$ cat src/hdl/lrr_pkg.sv
// Shared constants and helpers for the line run rasterizer.
`timescale 1ns / 1ps
package lrr_pkg;

	localparam int COORD_BITS_DEF = 9;
	localparam int COLOR_BITS = 16;
	localparam int QUEUE_DEPTH = 2;

	localparam logic REQ_START = 1'b0;
	localparam logic REQ_NEXT = 1'b1;

	// Width of one queued command: three flags, five coordinates and the color.
	function automatic int cmd_bits(input int coord_bits);
		return 3 + 5 * coord_bits + COLOR_BITS;
	endfunction

	function automatic int byte_fill(input int bits);
		return ((bits + 7) / 8) * 8;
	endfunction

endpackage

$ cat src/hdl/lrr_front.sv
// Front end: accepts request beats and turns each into a queued command, with line setup for start requests.
`timescale 1ns / 1ps
module lrr_front
	import lrr_pkg::*;
#(
	parameter int COORD_BITS = COORD_BITS_DEF
) (
	input  logic                                clk,
	input  logic                                arst_n,
	input  logic                                in_valid,
	output logic                                in_ready,
	input  logic                                in_req,
	input  logic [COORD_BITS-1:0]               in_x1,
	input  logic [COORD_BITS-1:0]               in_y1,
	input  logic [COORD_BITS-1:0]               in_x2,
	input  logic [COORD_BITS-1:0]               in_y2,
	input  logic [COLOR_BITS-1:0]               in_color,
	output logic                                push,
	output logic [cmd_bits(COORD_BITS)-1:0]     push_data,
	input  logic                                full
);

	typedef struct packed {
		logic                  is_start;
		logic                  swapped;
		logic                  minor_down;
		logic [COORD_BITS-1:0] major_pos;
		logic [COORD_BITS-1:0] major_end;
		logic [COORD_BITS-1:0] minor_pos;
		logic [COORD_BITS-1:0] delta_major;
		logic [COORD_BITS-1:0] delta_minor;
		logic [COLOR_BITS-1:0] color;
	} cmd_t;

	logic                  valid_s1;
	logic                  req_s1;
	logic [COORD_BITS-1:0] x1_s1, y1_s1, x2_s1, y2_s1;
	logic [COLOR_BITS-1:0] color_s1;

	logic [COORD_BITS-1:0] adx, ady;
	logic                  swapped;
	logic [COORD_BITS-1:0] ma1, mi1, ma2, mi2;
	logic [COORD_BITS-1:0] mas, mis, mae, mie;
	cmd_t                  cmd;

	assign in_ready = !valid_s1 || !full;
	assign push = valid_s1 && !full;

	always_ff @(posedge clk or negedge arst_n) begin
		if (!arst_n) begin
			valid_s1 <= 1'b0;
		end else if (in_ready) begin
			valid_s1 <= in_valid;
		end
	end

	always_ff @(posedge clk) begin
		if (in_ready && in_valid) begin
			req_s1 <= in_req;
			x1_s1 <= in_x1;
			y1_s1 <= in_y1;
			x2_s1 <= in_x2;
			y2_s1 <= in_y2;
			color_s1 <= in_color;
		end
	end

	always_comb begin
		adx = (x2_s1 > x1_s1) ? x2_s1 - x1_s1 : x1_s1 - x2_s1;
		ady = (y2_s1 > y1_s1) ? y2_s1 - y1_s1 : y1_s1 - y2_s1;
		swapped = ady > adx;
		ma1 = swapped ? y1_s1 : x1_s1;
		mi1 = swapped ? x1_s1 : y1_s1;
		ma2 = swapped ? y2_s1 : x2_s1;
		mi2 = swapped ? x2_s1 : y2_s1;
		if (ma1 > ma2) begin
			mas = ma2;
			mis = mi2;
			mae = ma1;
			mie = mi1;
		end else begin
			mas = ma1;
			mis = mi1;
			mae = ma2;
			mie = mi2;
		end
		cmd.is_start = (req_s1 == REQ_START);
		cmd.swapped = swapped;
		cmd.minor_down = mis < mie;
		cmd.major_pos = mas;
		cmd.major_end = mae;
		cmd.minor_pos = mis;
		cmd.delta_major = mae - mas;
		cmd.delta_minor = (mie > mis) ? mie - mis : mis - mie;
		cmd.color = color_s1;
	end

	assign push_data = cmd;

endmodule

$ cat src/hdl/lrr_fifo.sv
// Short command queue between the front end and the run stepper.
`timescale 1ns / 1ps
module lrr_fifo
	import lrr_pkg::*;
#(
	parameter int WIDTH = 8,
	parameter int DEPTH = QUEUE_DEPTH
) (
	input  logic             clk,
	input  logic             arst_n,
	input  logic             push,
	input  logic [WIDTH-1:0] push_data,
	output logic             full,
	input  logic             pop,
	output logic [WIDTH-1:0] pop_data,
	output logic             empty
);

	localparam int PTR_W = (DEPTH > 1) ? $clog2(DEPTH) : 1;
	localparam int CNT_W = $clog2(DEPTH + 1);
	localparam logic [PTR_W-1:0] PTR_LAST = PTR_W'(DEPTH - 1);
	localparam logic [CNT_W-1:0] CNT_FULL = CNT_W'(DEPTH);

	logic [WIDTH-1:0] mem_q [DEPTH];
	logic [PTR_W-1:0] wr_ptr_q, rd_ptr_q;
	logic [CNT_W-1:0] count_q;

	assign full = count_q == CNT_FULL;
	assign empty = count_q == '0;
	assign pop_data = mem_q[rd_ptr_q];

	always_ff @(posedge clk or negedge arst_n) begin
		if (!arst_n) begin
			wr_ptr_q <= '0;
			rd_ptr_q <= '0;
			count_q <= '0;
		end else begin
			if (push && !full) begin
				wr_ptr_q <= (wr_ptr_q == PTR_LAST) ? '0 : wr_ptr_q + 1'b1;
			end
			if (pop && !empty) begin
				rd_ptr_q <= (rd_ptr_q == PTR_LAST) ? '0 : rd_ptr_q + 1'b1;
			end
			case ({push && !full, pop && !empty})
				2'b10:   count_q <= count_q + 1'b1;
				2'b01:   count_q <= count_q - 1'b1;
				default: count_q <= count_q;
			endcase
		end
	end

	always_ff @(posedge clk) begin
		if (push && !full) begin
			mem_q[wr_ptr_q] <= push_data;
		end
	end

endmodule

$ cat src/hdl/lrr_back.sv
// Back end: holds the line state, steps one pixel a cycle within a run and registers each run.
`timescale 1ns / 1ps
module lrr_back
	import lrr_pkg::*;
#(
	parameter int COORD_BITS = COORD_BITS_DEF
) (
	input  logic                            clk,
	input  logic                            arst_n,
	input  logic                            empty,
	output logic                            pop,
	input  logic [cmd_bits(COORD_BITS)-1:0] pop_data,
	output logic                            out_valid,
	input  logic                            out_ready,
	output logic [COORD_BITS-1:0]           out_x,
	output logic [COORD_BITS-1:0]           out_y,
	output logic [COORD_BITS:0]             out_len,
	output logic                            out_vertical,
	output logic [COLOR_BITS-1:0]           out_color,
	output logic                            out_last
);

	localparam int ERR_W = COORD_BITS + 2;

	typedef struct packed {
		logic                  is_start;
		logic                  swapped;
		logic                  minor_down;
		logic [COORD_BITS-1:0] major_pos;
		logic [COORD_BITS-1:0] major_end;
		logic [COORD_BITS-1:0] minor_pos;
		logic [COORD_BITS-1:0] delta_major;
		logic [COORD_BITS-1:0] delta_minor;
		logic [COLOR_BITS-1:0] color;
	} cmd_t;

	typedef enum logic [1:0] {
		ST_IDLE,
		ST_RUN,
		ST_EMIT
	} state_t;

	state_t                   state_q;
	cmd_t                     cmd;
	logic                     active_q;
	logic                     swapped_q;
	logic                     down_q;
	logic [COORD_BITS-1:0]    major_q, minor_q, end_q, dmaj_q, dmin_q;
	logic signed [ERR_W-1:0]  err_q;
	logic [COLOR_BITS-1:0]    color_q;
	logic [COORD_BITS-1:0]    first_major_q, first_minor_q;
	logic [COORD_BITS:0]      len_q;
	logic                     last_q;

	logic signed [ERR_W-1:0]  err_sub, err_new;
	logic                     stepped, at_end;
	logic [COORD_BITS-1:0]    minor_new;
	logic [COORD_BITS:0]      len_new;
	logic                     emit_go;

	assign cmd = pop_data;
	assign pop = (state_q == ST_IDLE) && !empty;
	assign emit_go = (state_q == ST_EMIT) && (!out_valid || out_ready);

	always_comb begin
		err_sub = err_q - $signed({2'b00, dmin_q});
		stepped = err_sub[ERR_W-1];
		err_new = stepped ? err_sub + $signed({2'b00, dmaj_q}) : err_sub;
		minor_new = stepped ? (down_q ? minor_q + 1'b1 : minor_q - 1'b1) : minor_q;
		at_end = major_q == end_q;
		len_new = len_q + 1'b1;
	end

	always_ff @(posedge clk or negedge arst_n) begin
		if (!arst_n) begin
			state_q <= ST_IDLE;
			active_q <= 1'b0;
			swapped_q <= 1'b0;
			down_q <= 1'b0;
			major_q <= '0;
			minor_q <= '0;
			end_q <= '0;
			dmaj_q <= '0;
			dmin_q <= '0;
			err_q <= '0;
			color_q <= '0;
			first_major_q <= '0;
			first_minor_q <= '0;
			len_q <= '0;
			last_q <= 1'b0;
			out_valid <= 1'b0;
			out_x <= '0;
			out_y <= '0;
			out_len <= '0;
			out_vertical <= 1'b0;
			out_color <= '0;
			out_last <= 1'b0;
		end else begin
			if (emit_go) begin
				out_valid <= 1'b1;
			end else if (out_ready) begin
				out_valid <= 1'b0;
			end
			case (state_q)
				ST_IDLE: begin
					if (!empty) begin
						if (cmd.is_start) begin
							active_q <= 1'b1;
							swapped_q <= cmd.swapped;
							down_q <= cmd.minor_down;
							major_q <= cmd.major_pos;
							minor_q <= cmd.minor_pos;
							end_q <= cmd.major_end;
							dmaj_q <= cmd.delta_major;
							dmin_q <= cmd.delta_minor;
							err_q <= $signed({3'b000, cmd.delta_major[COORD_BITS-1:1]});
							color_q <= cmd.color;
							first_major_q <= cmd.major_pos;
							first_minor_q <= cmd.minor_pos;
							len_q <= '0;
							state_q <= ST_RUN;
						end else if (active_q) begin
							first_major_q <= major_q;
							first_minor_q <= minor_q;
							len_q <= '0;
							state_q <= ST_RUN;
						end
					end
				end
				ST_RUN: begin
					len_q <= len_new;
					err_q <= err_new;
					minor_q <= minor_new;
					last_q <= at_end;
					if (at_end) begin
						active_q <= 1'b0;
						state_q <= ST_EMIT;
					end else begin
						major_q <= major_q + 1'b1;
						if (stepped) begin
							state_q <= ST_EMIT;
						end
					end
				end
				ST_EMIT: begin
					if (emit_go) begin
						out_x <= swapped_q ? first_minor_q : first_major_q;
						out_y <= swapped_q ? first_major_q : first_minor_q;
						out_len <= len_q;
						out_vertical <= swapped_q;
						out_color <= color_q;
						out_last <= last_q;
						state_q <= ST_IDLE;
					end
				end
				default: begin
					state_q <= ST_IDLE;
				end
			endcase
		end
	end

	a_run_needs_line: assert property (@(posedge clk) disable iff (!arst_n)
		(state_q == ST_RUN) |-> active_q)
		else $error("Stepping a run while no line is active.");

	a_last_ends_line: assert property (@(posedge clk) disable iff (!arst_n)
		(state_q == ST_EMIT && last_q) |-> !active_q)
		else $error("The final run left the line active.");

	a_no_empty_run: assert property (@(posedge clk) disable iff (!arst_n)
		(state_q == ST_EMIT) |-> (len_q != '0))
		else $error("A run of zero pixels reached the output stage.");

	a_pop_only_idle: assert property (@(posedge clk) disable iff (!arst_n)
		(state_q == ST_RUN) |=> (state_q != ST_IDLE))
		else $error("A run skipped the output stage.");

endmodule

$ cat src/hdl/line_run_rasterizer_top.sv
// Top level of the line run rasterizer: stream ports and beat packing.
//
// The slave channel takes request beats. tuser carries the request kind: a
// start beat latches both endpoints and the color and returns the first run;
// a next beat returns the following run of the current line and is dropped
// without a result when no line is active. A start abandons any line in work.
// The master channel gives one beat per run with tlast set on the final run.
// The stepper walks a run one pixel per cycle on the major axis; a request
// passes through the input register, the command queue, the stepper and the
// output register before its result appears.
// The stepper handles one request at a time and takes the next from the queue
// only once it has handed its current run to the output register.
// Two commands can wait in the queue while the stepper works, and the input
// register holds a third. When the receiver stalls, the finished run waits in
// the output register, the stepper holds its next run, and the queue fills
// until tready falls. Reset clears the line state, the queue and all valids.
`timescale 1ns / 1ps
module line_run_rasterizer_top
	import lrr_pkg::*;
#(
	parameter int COORD_BITS = COORD_BITS_DEF
) (
	input  logic                                         clk,
	input  logic                                         arst_n,
	input  logic                                         s_tvalid,
	output logic                                         s_tready,
	// start_x, start_y, end_x, end_y, pixel_color, then zero fill
	input  logic [byte_fill(4*COORD_BITS+COLOR_BITS)-1:0] s_tdata,
	// req_type
	input  logic                                         s_tuser,
	output logic                                         m_tvalid,
	input  logic                                         m_tready,
	// run_x, run_y, run_len, run_vertical, run_color, then zero fill
	output logic [byte_fill(3*COORD_BITS+1+COLOR_BITS+1)-1:0] m_tdata,
	// last_run
	output logic                                         m_tlast
);

	localparam int C = COORD_BITS;
	localparam int IN_W = byte_fill(4 * C + COLOR_BITS);
	localparam int OUT_USED = 3 * C + 2 + COLOR_BITS;
	localparam int OUT_W = byte_fill(OUT_USED);
	localparam int CMD_W = cmd_bits(C);

	logic             push, full, pop, empty;
	logic [CMD_W-1:0] push_data, pop_data;
	logic [C-1:0]     run_x, run_y;
	logic [C:0]       run_len;
	logic             run_vertical;
	logic [COLOR_BITS-1:0] run_color;
	logic [IN_W-1:0]  in_bits;

	assign in_bits = s_tdata;

	lrr_front #(.COORD_BITS(C)) u_front (
		.clk       (clk),
		.arst_n    (arst_n),
		.in_valid  (s_tvalid),
		.in_ready  (s_tready),
		.in_req    (s_tuser),
		.in_x1     (in_bits[C-1:0]),
		.in_y1     (in_bits[2*C-1:C]),
		.in_x2     (in_bits[3*C-1:2*C]),
		.in_y2     (in_bits[4*C-1:3*C]),
		.in_color  (in_bits[4*C+COLOR_BITS-1:4*C]),
		.push      (push),
		.push_data (push_data),
		.full      (full)
	);

	lrr_fifo #(.WIDTH(CMD_W), .DEPTH(QUEUE_DEPTH)) u_fifo (
		.clk       (clk),
		.arst_n    (arst_n),
		.push      (push),
		.push_data (push_data),
		.full      (full),
		.pop       (pop),
		.pop_data  (pop_data),
		.empty     (empty)
	);

	lrr_back #(.COORD_BITS(C)) u_back (
		.clk          (clk),
		.arst_n       (arst_n),
		.empty        (empty),
		.pop          (pop),
		.pop_data     (pop_data),
		.out_valid    (m_tvalid),
		.out_ready    (m_tready),
		.out_x        (run_x),
		.out_y        (run_y),
		.out_len      (run_len),
		.out_vertical (run_vertical),
		.out_color    (run_color),
		.out_last     (m_tlast)
	);

	assign m_tdata = OUT_W'({run_color, run_vertical, run_len, run_y, run_x});

endmodule

$ cat config.mk
export PLATFORM = sky130hd
export DESIGN_NAME = line_run_rasterizer_top
export DESIGN_NICKNAME = d
export VERILOG_FILES = /design/src/hdl/lrr_pkg.sv /design/src/hdl/lrr_front.sv /design/src/hdl/lrr_fifo.sv /design/src/hdl/lrr_back.sv /design/src/hdl/line_run_rasterizer_top.sv
export SDC_FILE = /design/constraint.sdc
export NUM_CORES = 1
export LEC_CHECK = 0
export BUFFER_PORTS_ARGS = -buffer_cell sky130_fd_sc_hd__clkbuf_2
export CORE_ASPECT_RATIO = 1.5
export CORE_MARGIN = 2
export CORE_UTILIZATION = 46
export CTS_CLUSTER_DIAMETER = 100
export DETAILED_ROUTE_END_ITERATION = 10
export GPL_ROUTABILITY_DRIVEN = 0
export PLACE_DENSITY = 0.62
export SLEW_MARGIN = 20
export SYNTH_ARGS = -nofsm -noshare
export SYNTH_HDL_FRONTEND = slang
export SYNTH_SLANG_ARGS = --single-unit
$ cat constraint.sdc
create_clock -name clk -period 27.5 [get_ports clk]
set_input_delay 2.75 -clock clk [delete_from_list [all_inputs] [get_ports clk]]
set_output_delay 2.75 -clock clk [all_outputs]
set_load 0.005 [all_outputs]
### After elaboration in Yosys (flattened, before gate mapping)

Memory sizes are Yosys's and may differ from the RTL's.
Index checks and enable logic that the tools add are counted.

* input bits: 61
* word-level logic and storage cells: 151
* output and inout port bits: 51
* memories: 1
* bits in writable memories: 128
* bits in registers: 211

Memories
* u_fifo.mem_q: depth 2, width 64, read ports 1, clocked after Yosys merged registers in 0, wr ports 1, line lrr_fifo.sv:24 `logic [WIDTH-1:0] mem_q [DEPTH];`

* $add $sub $neg: 17
* multiplexer cells: 52
* bitwise operators: 2
* order comparisons: 6
* eq/ne operators: 14
* reductions and logical operators: 27

Operators by type and width (count)
* $mux 9: 24
* $sub 9x9->9: 7
* $gt 9x9->1: 5
* $pmux 9 s2: 2
* $mux 11: 3
* $mux 10: 3
* $pmux 11 s2: 1
* $pmux 10 s2: 1
* $add 9x1->9 const B: 2
* $reduce_and 4->1: 4
* $mux 2: 6
* $reduce_and 3->1: 4
* $add 11x10->11: 1
* $sub 11x10->11: 1
* $add 10x1->10 const B: 1
* $eq 9x9->1: 1
* $lt 9x9->1: 1
* $mux 1: 9
* $sub 9x1->9 const B: 1
* $reduce_bool 2->1: 4
* $eq 2x2->1 const B: 3
* $logic_and 1x1->1: 6
* $ne 2x1->1 const B: 3
* $ne 2x2->1 const B: 3
* 14 further kinds: 22

### Depth between registers and ports, before layout

* word-level depth: 8
* depth in mapped cells: 51
* gate-level depth less buffers: 44

### Hierarchy

A second synthesis with hierarchy kept.

* cell total of the unflattened synthesis: 1659
* area total of the unflattened synthesis: 18805.5 µm²

By module, submodules not included
* lrr_back: cells each 730, area an instance 7731.2 µm², sequential area each 3828.7 µm², instances 1
* lrr_front: cells each 707, area an instance 6022.0 µm², sequential area each 1616.6 µm², instances 1
* lrr_fifo: cells each 217, area an instance 5018.6 µm², sequential area each 3943.8 µm², instances 1
* line_run_rasterizer_top: cells each 5, area an instance 33.8 µm², sequential area each 0.0 µm², instances 1

### Worst setup path after synthesis

No wires, ideal clock.

* path type: flip-flop to flip-flop
* start point: register u_front.y2_s1[4]
* end point: memory u_fifo.mem_q[0][24] (netlist name) (data pin)
* buffers on the path: 8
* setup slack: 16.553 ns
* arrival: 10.671 ns
* clock period less this slack: 10.947 ns
* required time: 27.224 ns
* setup time: 0.276 ns
* cell stages (with the launch flop): 49
* cell sequence: edfxtp_1 -> inv_1 -> ha_1 -> clkbuf_1 -> a21o_1 -> a21oi_1 -> nor2b_1 -> o31a_1 -> o21a_1 -> o22ai_1 -> clkbuf_1 -> mux2i_1 -> o21ai_0 -> a211o_1 -> a21oi_1 -> xnor2_1 -> ha_1 -> nand4_2 -> (+13 left out) -> and2_1 -> o21a_1 -> buf_2 -> buf_1 -> a211oi_1 -> nor2_1 -> ha_1 -> nor2b_1 -> o21ai_0 -> a21oi_1 -> o21ai_0 -> a21oi_1 -> o31a_1 -> o21ai_1 -> mux2_2 -> a221o_1 -> a2111oi_0 -> nor4_1

* word-level cells in the longest chain between the ends: 8
* elaborated cells on any way between the ends: 16
* those cells by class: 4 x add/sub; 4 x order compare; 8 x mux

RTL lines
* from (decl): line lrr_front.sv:37 `logic [COORD_BITS-1:0] x1_s1, y1_s1, x2_s1, y2_s1;`
* from (signal assigned): line lrr_front.sv:63 `y2_s1 <= in_y2;`
* $sub 9x9->9 or $gt 9x9->1 (tied branches): line lrr_front.sv:70 `ady = (y2_s1 > y1_s1) ? y2_s1 - y1_s1 : y1_s1 - y2_s1;`
* $mux 9: line lrr_front.sv:70
* $gt 9x9->1: line lrr_front.sv:71 `swapped = ady > adx;`
* $mux 9, on equally long branches: line lrr_front.sv:72, lrr_front.sv:74
* $gt 9x9->1: line lrr_front.sv:76 `if (ma1 > ma2) begin`
* $mux 9: line lrr_front.sv:76
* $sub 9x9->9 or $gt 9x9->1 (tied branches): line lrr_front.sv:94 `cmd.delta_minor = (mie > mis) ? mie - mis : mis - mie;`
* $mux 9 (*): line lrr_front.sv:94
* net push_data[24]: line line_run_rasterizer_top.sv:46 `logic [CMD_W-1:0] push_data, pop_data;`
* to (decl): line lrr_fifo.sv:24

Mark *: on every way through the listed nets, which the timed path passes. The rest lies on a longest branch.

### Worst setup path after layout

* start point: register u_front.y2_s1[1]
* end point: memory u_fifo.mem_q[1][24] (netlist name) (data pin)

The elaborated chain is that of the path after synthesis.

==> out/metrics.cfg <==
[floorplan]
dieHeight_um = 248
rows = 89
core-area_um2 = 39300
die_w_um = 167
dieArea_um2 = 41400
initial_utilization_pct = 46.5
io_pins = 112

[critical_path]
worstSetupPathType = flip-flop to flip-flop
critical_path.max_stage_delay_ns = 0.76
crit_family = compound AO/OA/AOI/OAI gates
arrival_ns = 13.46
reg2reg_to = u_fifo.mem_q[1][24]
rrSetupSlack_ns = 14.32
cp-end-kind = flip-flop
cp_max_fo = 57
r2r-start = u_front.y2_s1[1]
worstPathRequired_ns = 27.78
crit_slowest_cell = inv_2
cp-start-kind = flip-flop
reg2reg_depth = 44
cp_num_buf_inv = 5
crit_cells = 44

[global_routing]
grt_overflow_total = 0
grt_pass1_vias = 12600
grt.total_usage_pct = 19.7
antenna_found_initial = 0
grt_pass1_wl_um = 65700
grt_max_degree = 92

[cts]
insertion_delay_ns = 0.53
cts_tree = done
hold_buffers = 0
clock_path_buffers = 3
post-cts-setup-buffers = 0
clock_tree.root_cell = clkbuf_16
cts_resized = 0
cts_buffers = 35
cts_max_level = 2
cts_num_sinks = 339
cts.reportedPaths.clkPinSlew_ns = 0.06

[min_path]
min_path_cells = 0
holdPathEnd = u_fifo.mem_q[1][5]
min_from = u_front.color_s1[5]
hold_class = flip-flop to flip-flop

[routing]
route.met2.wl_um = 20500
ant_nets = 0
drt-wirelength-per-cell_um = 17.3
route.met3.wl_um = 1350
drt_pass1_iterations = 5
drt_iter0_markers = 695
drc_errors = 0
dr.max_layer_used = met4
wl_met1_um = 16300
avgViaCountPerCell = 5.47
wirelength_um = 40200
vias = 12700

[sta]
rsz0062_at_grt = false
tightest_slew_ns = 1.05
slew_headroom_pct = 28.7
max_freq_mhz = 75.9
finalHoldViolCount = 0
finalSetupViolCount = 0
finalCriticalPeriod_ns = 13.18
setup_tns_ns = 0
drv_slew = 0
finClkSkew_ns = 0.0254
fin_crit_sh_pct = 47.9

[yosys]
synth-main-ff-cell = edfxtp_1
yosysWarnings = 0
synth-seq-cells = 339
synth_edf_count = 181
syn_area_um2 = 18300
synthArstFlopShare_pct = 46.6
postSynthAreaPerCell_um2 = 10.7
syn_inst = 1717
seq_area_frac_synth_pct = 51.3
yosysUniqueCellTypes = 76

[layout]
drive_above_1_share_pct = 13.3
area_growth_pct = 11.7
fillers = 3549
nNetsFinal = 1965
num_antenna_cells = 0

[placed_design]
port_buffers = 104
place_hpwl_um = 29000

[status]
status = complete, no violations

[job]
cap_violations = 0

## how the worst max path moves through the flow
stage                      from                  end  slack, ns
2_1_floorplan  u_front.y2_s1[4]  u_fifo.mem_q[0][24]      16.55
3_3_place_gp   u_front.y2_s1[1]  u_fifo.mem_q[0][24]      14.87
3_5_place_dp   u_front.y2_s1[1]  u_fifo.mem_q[0][24]      14.57
4_1_cts        u_front.y2_s1[1]  u_fifo.mem_q[0][24]      14.54
5_1_grt        u_front.y2_s1[1]  u_fifo.mem_q[1][24]      13.32
6_report       u_front.y2_s1[1]  u_fifo.mem_q[1][24]      14.32
## cells in the mapped netlist, types with 10 or more instances
cell type	n	area (µm²)
a211oi_1	11	82.6
a21o_1	20	150
a21oi_1	119	596
and2_1	19	119
and3_1	10	62.6
buf_1	10	37.5
buf_2	11	55.1
clkbuf_1	52	195
dfrtp_1	158	3950
edfxtp_1	181	5440
ha_1	97	1210
inv_1	119	447
mux2_2	38	428
mux2i_1	115	1150
nand2_1	181	679
nand2b_1	10	62.6
nand3_1	20	100
nand4_1	10	62.6
nor2_1	120	450
nor2b_1	15	93.8
nor3_1	12	60.1
o211ai_1	38	285
o21ai_0	142	711
o21bai_1	12	90.1
xnor2_1	36	315
xor2_1	29	254
## per-layer routing
metal	GRT usage, %	vias to the layer above
li1	-	6273
met1	23.1	6085
met2	35.8	260
met3	2.53	88
met4	9.61	0
met5	0	-
## logic make-up (layout without fill, tap and decap cells)
kind of cell	Yosys count	in the layout	synth area share [%]
and+or+nand+nor	431	431	10.7
AOI/OAI and AO/OA	421	421	14.2
DFF	339	339	51.3
buffers and inverters	198	303	4.26
muxes	153	153	8.63
adders and majority gates	109	109	7.78
xor gates and xnor gates	65	65	3.11
other	1	3	0.0205
## cell usage in the layout, fill, tap and decap left out, types with 12 or more instances in the layout
master / n
nand3_1: 20
o21ai_0: 142
inv_1: 119
a21o_1: 20
clkbuf_2: 103
mux2i_1: 114
and2_1: 18
clkbuf_16: 36
nor2_1: 119
nor3_1: 12
ha_1: 97
o21bai_1: 12
buf_4: 16
xnor2_1: 36
mux2_2: 38
dfrtp_1: 157
o211ai_1: 38
xor2_1: 29
nand2_1: 180
edfxtp_1: 181
a21oi_1: 119
nor2b_1: 14
## flip-flops by register name, indices dropped and copies added, names as in the netlist, 10 cells and up
signal / flops
u_back.err_q: 11
u_front.color_s1: 16
u_back.color_q: 16
u_back.out_color: 16
u_fifo.mem_q: 128
u_back.out_len: 10
u_back.len_q: 10
## metrics by stage
| step | area, µm² | setup slack, ns | util [%] | instances | hold WS, ns |
|---|---|---|---|---|---|
| 4_1_cts | 20400 | 14.54 | 52.0 | 2324 | 0.445 |
| 6_report | 20400 | 14.32 | 52.0 | 2324 | 0.444 |
| 2_1_floorplan | 18300 | 16.55 | - | 1719 | 0.421 |
| 3_3_place_gp | 19300 | 14.87 | 49.0 | 2261 | 0.424 |
| 5_1_grt | 20400 | 13.32 | 52.0 | 2324 | 0.462 |
| 3_5_place_dp | 19300 | 14.57 | 49.0 | 2261 | 0.434 |
## cell type report
type / count / area [µm²] / area share, %
repair buffers: 120 / 647 / 3.17
well taps: 500 / 626 / 3.06
inverters: 120 / 450 / 2.20
flip-flops and latches: 339 / 9390 / 46.0
clock buffers: 41 / 930 / 4.55
clock inverters: 22 / 225 / 1.10
multi-input cells: 1182 / 8160 / 40.0
Power is left out: the tool's default activity adds up to more than one toggle a clock period on the data nets, which glitch-free logic cannot reach.
